[config.mk]
export PLATFORM = sky130hd
export DESIGN_NAME = page_skip_filter_range_map
export DESIGN_NICKNAME = d
export VERILOG_FILES = /design/src/rtl/core/psfrm_pkg.sv /design/src/rtl/core/psfrm_front.sv /design/src/rtl/core/psfrm_queue.sv /design/src/rtl/core/psfrm_back.sv /design/src/rtl/core/page_skip_filter_range_map.sv
export SDC_FILE = /design/constraint.sdc
export NUM_CORES = 1
export LEC_CHECK = 0
export CORE_MARGIN = 1.5
export CORE_UTILIZATION = 38
export CTS_CLUSTER_DIAMETER = 120
export DETAILED_ROUTE_END_ITERATION = 7
export DONT_BUFFER_PORTS = 1
export GPL_TIMING_DRIVEN = 0
export MAX_ROUTING_LAYER = met4
export SYNTH_ARGS = -nofsm -noshare
export SYNTH_HDL_FRONTEND = slang
export SYNTH_SLANG_ARGS = --single-unit
[constraint.sdc]
create_clock -name clk -period 24.9 [get_ports clk]
set_input_delay 3.735 -clock clk [delete_from_list [all_inputs] [get_ports clk]]
set_output_delay 3.735 -clock clk [all_outputs]
set_load 0.01 [all_outputs]
[src/rtl/core/psfrm_pkg.sv]
// ----------------------------------------------------------------------------
// psfrm_pkg
// Shared types and constants of the page skip filter with skipped-range map.
// ----------------------------------------------------------------------------
package psfrm_pkg;

  localparam logic CFG_SYSTEM_SPACE = 1'b0;
  localparam logic CFG_INDEX_TYPE   = 1'b1;

  localparam logic ACTION_PAGE   = 1'b0;
  localparam logic ACTION_FINISH = 1'b1;

  localparam logic KIND_START = 1'b0;
  localparam logic KIND_END   = 1'b1;

  localparam logic [15:0] INDEX_TYPE_RESET = 16'd17855;

  typedef struct packed {
    logic        finish;
    logic        page_zero;
    logic        root_page;
    logic        index_page;
    logic        seg_clear;
    logic [31:0] page_no;
    logic [31:0] end_value;
    logic [31:0] limit_word;
    logic [63:0] id_word;
  } psfrm_item_t;

endpackage

[src/rtl/core/psfrm_front.sv]
// ----------------------------------------------------------------------------
// psfrm_front
// Classifies an incoming page item into a compact record for the back end.
// ----------------------------------------------------------------------------
module psfrm_front
  import psfrm_pkg::*;
#(
  parameter int ROOT_PAGE_NUMBER = 3
) (
  input  logic        action,
  input  logic [31:0] page_no,
  input  logic [15:0] hdr_page_type,
  input  logic [31:0] header_free_limit,
  input  logic [63:0] hdr_index_id,
  input  logic [31:0] seg_space,
  input  logic [31:0] seg_page,
  input  logic [15:0] seg_offset,
  input  logic [32:0] total_pages,
  input  logic [15:0] index_type_code,
  output psfrm_item_t item
);

  always_comb begin
    item.finish     = (action == ACTION_FINISH);
    item.page_zero  = (page_no == 32'd0);
    item.root_page  = (page_no == 32'(ROOT_PAGE_NUMBER));
    item.index_page = (hdr_page_type == index_type_code);
    item.seg_clear  = (seg_space == 32'd0) && (seg_page == 32'd0) && (seg_offset == 16'd0);
    item.page_no    = page_no;
    item.end_value  = (action == ACTION_FINISH) ? (total_pages[31:0] - 32'd1)
                                                : (page_no - 32'd1);
    item.limit_word = header_free_limit;
    item.id_word    = hdr_index_id;
  end

endmodule

[src/rtl/core/psfrm_queue.sv]
// ----------------------------------------------------------------------------
// psfrm_queue
// Two-entry queue between the classifier and the decision stage.
// ----------------------------------------------------------------------------
module psfrm_queue
  import psfrm_pkg::*;
(
  input  logic        clk,
  input  logic        rst,
  input  logic        push,
  input  psfrm_item_t push_item,
  output logic        full,
  input  logic        pop,
  output logic        head_valid,
  output psfrm_item_t head_item
);

  psfrm_item_t entries [2];
  logic        wr_ptr;
  logic        rd_ptr;
  logic [1:0]  count;

  assign full       = (count == 2'd2);
  assign head_valid = (count != 2'd0);
  assign head_item  = entries[rd_ptr];

  always_ff @(posedge clk) begin
    if (push) begin
      entries[wr_ptr] <= push_item;
    end
  end

  always_ff @(posedge clk) begin
    if (rst) begin
      wr_ptr <= 1'b0;
      rd_ptr <= 1'b0;
      count  <= 2'd0;
    end else begin
      if (push) begin
        wr_ptr <= ~wr_ptr;
      end
      if (pop) begin
        rd_ptr <= ~rd_ptr;
      end
      case ({push, pop})
        2'b10:   count <= count + 2'd1;
        2'b01:   count <= count - 2'd1;
        default: count <= count;
      endcase
    end
  end

endmodule

[src/rtl/core/psfrm_back.sv]
// ----------------------------------------------------------------------------
// psfrm_back
// Holds the tablespace state, decides keep or skip and registers the result.
// ----------------------------------------------------------------------------
module psfrm_back
  import psfrm_pkg::*;
(
  input  logic        clk,
  input  logic        rst,
  input  logic        system_space,
  input  logic        system_space_load,
  input  logic        head_valid,
  input  psfrm_item_t head_item,
  output logic        pop,
  output logic        out_valid,
  input  logic        out_ready,
  output logic        keep_page,
  output logic        map_valid,
  output logic [31:0] map_value,
  output logic        map_kind
);

  logic [31:0] free_limit_seen;
  logic        clustered_found;
  logic [63:0] clustered_id;
  logic        in_skipped_run;
  logic        pass_through;

  logic        skip;
  logic        keep_next;
  logic        map_valid_next;
  logic [31:0] map_value_next;
  logic        map_kind_next;

  assign pop = head_valid && (!out_valid || out_ready);

  always_comb begin
    if (head_item.page_zero || head_item.root_page) begin
      skip = 1'b0;
    end else if (head_item.page_no >= free_limit_seen) begin
      skip = (free_limit_seen != 32'd0);
    end else begin
      skip = clustered_found && head_item.index_page &&
             (head_item.id_word != clustered_id) && head_item.seg_clear;
    end
  end

  always_comb begin
    keep_next      = 1'b1;
    map_valid_next = 1'b0;
    map_value_next = 32'd0;
    map_kind_next  = KIND_START;
    if (head_item.finish) begin
      keep_next = 1'b0;
      if (in_skipped_run) begin
        map_valid_next = 1'b1;
        map_value_next = head_item.end_value;
        map_kind_next  = KIND_END;
      end
    end else if (pass_through) begin
      keep_next = 1'b1;
    end else if (!skip) begin
      if (in_skipped_run) begin
        map_valid_next = 1'b1;
        map_value_next = head_item.end_value;
        map_kind_next  = KIND_END;
      end
    end else begin
      keep_next = 1'b0;
      if (!in_skipped_run) begin
        map_valid_next = 1'b1;
        map_value_next = head_item.page_no;
        map_kind_next  = KIND_START;
      end
    end
  end

  always_ff @(posedge clk) begin
    if (rst) begin
      free_limit_seen <= 32'd0;
      clustered_found <= 1'b0;
      clustered_id    <= 64'd0;
      in_skipped_run  <= 1'b0;
      pass_through    <= 1'b0;
    end else if (pop) begin
      if (head_item.finish) begin
        free_limit_seen <= 32'd0;
        clustered_found <= 1'b0;
        clustered_id    <= 64'd0;
        in_skipped_run  <= 1'b0;
        pass_through    <= system_space;
      end else if (!pass_through) begin
        if (head_item.page_zero) begin
          free_limit_seen <= head_item.limit_word;
        end else if (head_item.root_page) begin
          if (!head_item.index_page) begin
            pass_through <= 1'b1;
          end else begin
            clustered_id    <= head_item.id_word;
            clustered_found <= 1'b1;
          end
        end
        in_skipped_run <= skip;
      end
    end else if (system_space_load) begin
      pass_through <= system_space;
    end
  end

  always_ff @(posedge clk) begin
    if (rst) begin
      out_valid <= 1'b0;
    end else if (pop) begin
      out_valid <= 1'b1;
    end else if (out_ready) begin
      out_valid <= 1'b0;
    end
  end

  always_ff @(posedge clk) begin
    if (pop) begin
      keep_page <= keep_next;
      map_valid <= map_valid_next;
      map_value <= map_value_next;
      map_kind  <= map_kind_next;
    end
  end

endmodule

[src/rtl/core/page_skip_filter_range_map.sv]
// ----------------------------------------------------------------------------
// page_skip_filter_range_map
// Page skip filter: keeps or skips tablespace pages and reports skipped runs.
// ----------------------------------------------------------------------------
// One page item is accepted per cycle, sustained, while the queue has room
// and the output side is not stalled. An accepted item is classified, written
// into a two-entry queue and taken from it by the decision stage once the
// output register is free; the result is registered. The decision stage (a
// 32-bit free limit compare and a 64-bit index id compare against held state)
// is combinational, which gives the rate of one item per cycle. Each item
// yields exactly one result. Configuration is written through its own port,
// always ready, and must only be written while the block is idle.
// ----------------------------------------------------------------------------
module page_skip_filter_range_map
  import psfrm_pkg::*;
#(
  parameter int ROOT_PAGE_NUMBER = 3
) (
  input  logic        clk,
  input  logic        rst,
  input  logic        cfg_valid,
  output logic        cfg_ready,
  input  logic        cfg_index,
  input  logic [15:0] cfg_data,
  input  logic        in_valid,
  output logic        in_ready,
  input  logic        action,
  input  logic [31:0] page_no,
  input  logic [15:0] hdr_page_type,
  input  logic [31:0] header_free_limit,
  input  logic [63:0] hdr_index_id,
  input  logic [31:0] seg_space,
  input  logic [31:0] seg_page,
  input  logic [15:0] seg_offset,
  input  logic [32:0] total_pages,
  output logic        out_valid,
  input  logic        out_ready,
  output logic        keep_page,
  output logic        map_valid,
  output logic [31:0] map_value,
  output logic        map_kind
);

  logic        system_space;
  logic [15:0] index_type_code;
  logic        cfg_write;
  logic        system_space_load;

  psfrm_item_t front_item;
  psfrm_item_t head_item;
  logic        q_full;
  logic        q_valid;
  logic        pop;
  logic        push;

  assign cfg_ready         = 1'b1;
  assign cfg_write         = cfg_valid && cfg_ready;
  assign system_space_load = cfg_write && (cfg_index == CFG_SYSTEM_SPACE);

  always_ff @(posedge clk) begin
    if (rst) begin
      system_space    <= 1'b0;
      index_type_code <= INDEX_TYPE_RESET;
    end else if (cfg_write) begin
      case (cfg_index)
        CFG_SYSTEM_SPACE: system_space    <= cfg_data[0];
        CFG_INDEX_TYPE:   index_type_code <= cfg_data;
        default:          system_space    <= system_space;
      endcase
    end
  end

  assign in_ready = !q_full;
  assign push     = in_valid && in_ready;

  psfrm_front #(
    .ROOT_PAGE_NUMBER(ROOT_PAGE_NUMBER)
  ) u_front (
    .action           (action),
    .page_no          (page_no),
    .hdr_page_type    (hdr_page_type),
    .header_free_limit(header_free_limit),
    .hdr_index_id     (hdr_index_id),
    .seg_space        (seg_space),
    .seg_page         (seg_page),
    .seg_offset       (seg_offset),
    .total_pages      (total_pages),
    .index_type_code  (index_type_code),
    .item             (front_item)
  );

  psfrm_queue u_queue (
    .clk       (clk),
    .rst       (rst),
    .push      (push),
    .push_item (front_item),
    .full      (q_full),
    .pop       (pop),
    .head_valid(q_valid),
    .head_item (head_item)
  );

  psfrm_back u_back (
    .clk              (clk),
    .rst              (rst),
    .system_space     (system_space_load ? cfg_data[0] : system_space),
    .system_space_load(system_space_load),
    .head_valid       (q_valid),
    .head_item        (head_item),
    .pop              (pop),
    .out_valid        (out_valid),
    .out_ready        (out_ready),
    .keep_page        (keep_page),
    .map_valid        (map_valid),
    .map_value        (map_value),
    .map_kind         (map_kind)
  );

  a_push_fills_queue: assert property (@(posedge clk) disable iff (rst)
    push |=> q_valid)
    else $error("queue empty after an item was pushed");

  a_drain_clears_output: assert property (@(posedge clk) disable iff (rst)
    out_valid && out_ready && !q_valid |=> !out_valid)
    else $error("result shown again with no item queued");

  a_no_endpoint_clear: assert property (@(posedge clk) disable iff (rst)
    out_valid && !map_valid |-> (map_value == 32'd0) && (map_kind == KIND_START))
    else $error("endpoint fields not clear without an endpoint");

  a_start_is_skip: assert property (@(posedge clk) disable iff (rst)
    out_valid && map_valid && (map_kind == KIND_START) |-> !keep_page)
    else $error("run start reported on a kept page");

endmodule

==> impl_results.md <==
* Critical Path Source: action
* Post-CTS setup buffers at 0
* Largest net degree at the start of global routing at 63
* Slew margin rel. at 42.6%
* Core area at 0.0549 mm^2
* RR Endpoint: u_back.map_value[26]
* RSZ-0062 raised after global routing: no
* Setup skew after layout at 0.0205 ns
* Crit path DAT at 8.51 ns
* Clk_lat worst skew at 0.61 ns
* Critical Path End Type: register
* Area Growth Syn to Fin at 14.3%
* Switch share at 31.7%
* GR Util met3 at 5.97%
* Critical path required time at 25.21 ns
* CTS tree: yes
* Synth warn at 0
* Initial antenna violation count at 6
* Grt total ovfl at 0
* Max-Cap Viols at 0
* Die area at 0.0568 mm^2
* Die Ht at 238 um
* Drt first pass iters at 5
* Post-layout min period at 8.20 ns
* Cell area after synthesis at 0.0210 mm^2
* Critical path class: in -> reg
* Ports at 318
* Final setup violating endpoints at 0
* Ys async rst share at 0%
* Hold Fails Final Rpt at 0
* DR WL/cell at 22.5 um
* Cts repair resizes at 0
* Synth Area per Inst at 13.0 um^2
* HP Start: index_type_code[6]
* Hold endpoint: index_type_code[6]
* First-pass GRT wire length at 81.0 mm
* DRC errors left at 0
* Cells after Synth at 1620
* Status: finished clean
* FMAX at 122 MHz
* Clock power frac at 31.5%
* DR vias at 12800
* H-tree depth at 2
* Main synth FF type: edfxtp_1
* Total track usage at 19.7%
* GPL Wtd Cong at 0.938
* Worst min path class: reg -> reg
* Initial Util at 38.3%
* DP HPWL at 40.4 mm
* Combinational share of power at 26.8%
* Yosys cell types at 70
* Final period util at 32.9%
* M1 GR Usage at 22.6%
* Core Rows at 86
* Port Buffers at 0
* M2 GR Usage at 33.5%
* Fill cells at 4956
* Commonest non-fill, non-tap cell in the layout: edfxtp_1
* Post-synth EDFFs at 365
* Most frequent cells in the layout: edfxtp_1, nor2_1, mux2i_1
* Cts bufs inserted at 54
* Final slew viol count at 0
* Gr busiest metal: met2
* Sequential share of the synthesized area at 63.7%
* Die W at 238 um
* Root buf cell: clkbuf_16
* Sw Pwr at 0.826 mW
* Worst slew pin tran at 0.859 ns
* Flop pwr share at 41.8%
* Setup TNS at 0 ns
* Hold path depth at 2
* Fin worst setup slack at 16.70 ns
* Setup WS pre-CTS at 16.11 ns
* Detailed-route wire length at 55.0 mm
* Worst-path clk slew at 0.06 ns
* Worst vdd ir at 0.0501 mV
* Critical-path maximum fanout at 10
* Final net count at 2002
* Synthesized Nets at 1935
* Iteration-0 DRC Markers at 814
* Reg2reg setup slack at 18.47 ns
* Hold Buf Count CTS at 0
* Layout cell share with drive strength beyond 1 at 10.3%
* CTS max path bufs at 3
* Cell Pwr Density at 108 mW/mm^2
* Cell internal pwr at 1.78 mW
* LEAKAGE at 8.09 nW
* R2r worst-path depth at 17
* Vias per cell at 5.25
* Routed Antenna Nets at 0
* Post-synthesis register bit count at 487
* Sink Count at 487
* Vias in the first global route at 13200
* Worst setup SP type: input pin
[metal layers]
metal	part of all wire, %	wire, um
met5	0	0
met3	7.8	4270
met4	2.0	1110
met1	40	22200
met2	50	27400
[power groups by stage]
stage	logic [mW]	registers (mW)	clock network (mW)
2_1_floorplan	0.485	1.11	0
3_3_place_gp	0.665	1.15	0
3_5_place_dp	0.708	1.10	0
4_1_cts	0.712	1.09	0.837
5_1_grt	0.763	1.10	0.869
6_report	0.697	1.09	0.820
[synth_stat cells (17+ instances only)]
cell      number  area, um^2
nor4_1        53         332
xnor2_1      100         876
o32ai_2       25         407
edfxtp_1     365       11000
mux2i_1      191        1910
dfxtp_1      122        2440
nand2_1       58         218
buf_2         20         100
xor2_1        17         149
nand4_1       21         131
clkbuf_1      38         143
inv_1         70         263
nor2_1       197         739
a21oi_1      125         626
ha_1          35         438
nor3_1        46         230
[stage by stage]
stage / hold WS (ns) / instances / instance area [um^2] / total power, mW / util (%)
after CTS: 0.467 / 2436 / 24000 / 2.64 / 43.8
after floorplan: 0.437 / 1620 / 21000 / 1.59 / -
after detailed placement: 0.458 / 2335 / 22200 / 1.81 / 40.4
final: 0.468 / 2444 / 24000 / 2.60 / 43.8
after global routing: 0.495 / 2444 / 24000 / 2.73 / 43.8
after global placement: 0.458 / 2324 / 21900 / 1.81 / 39.9
[layout make-up]
type                            count  area, um^2  share of cell area [%]
Antenna cell                        8        20.0                  0.0833
Buffer                             78         398                    1.65
Clock buffer                       77        1560                    6.49
Clock inverter                     24         285                    1.19
Inverter                           71         267                    1.11
Multi-Input combinational cell    984        6980                    29.0
Sequential cell                   487       13400                    55.7
Tap cell                          704         881                    3.66
Timing Repair Buffer               11         250                    1.04
[registers in the layout (all words and copies together), names as in the netlist, 2 cells and up, named ones only]
| signal | count |
|---|---|
| index_type_code | 16 |
| u_back.clustered_id | 64 |
| u_back.free_limit_seen | 32 |
| u_back.map_value | 32 |
| u_queue.count | 2 |
| u_queue.entries | 330 |
[logic make-up after synthesis]
family | synth area share (%)
other | 0.0178
buffers and inverters | 3.15
AND/OR/NAND/NOR | 10.1
AO/OA/AOI/OAI | 6.73
flip-flops | 63.7
adder cells (fa/ha/maj) | 2.08
multiplexers | 9.36
XOR/XNOR | 4.87
[worst max-delay path, cell delays in order]
cell,delay (ns)
buf_6,0.11
buf_2,0.28
buf_2,0.32
buf_1,0.68
clkbuf_1,0.66
mux2i_1,0.44
ha_1,0.25
o21ai_1,0.17
or3b_1,0.41
buf_2,0.18
or4_4,0.53
or2_4,0.29
nor2_1,0.14
xnor2_1,0.15
mux2i_1,0.12
[worst max path at each step]
stage,endpoint,slack (ns),depth (start not counted)
5_1_grt,u_queue.entries[1][120],16.47,15
3_3_place_gp,u_queue.entries[0][110],8.89,2
4_1_cts,u_queue.entries[1][120],16.66,15
6_report,u_queue.entries[1][120],16.70,15
2_1_floorplan,u_queue.entries[0][0],13.53,2
3_5_place_dp,u_queue.entries[0][120],16.11,15
No activity file was read; power rests on OpenSTA's default activity.
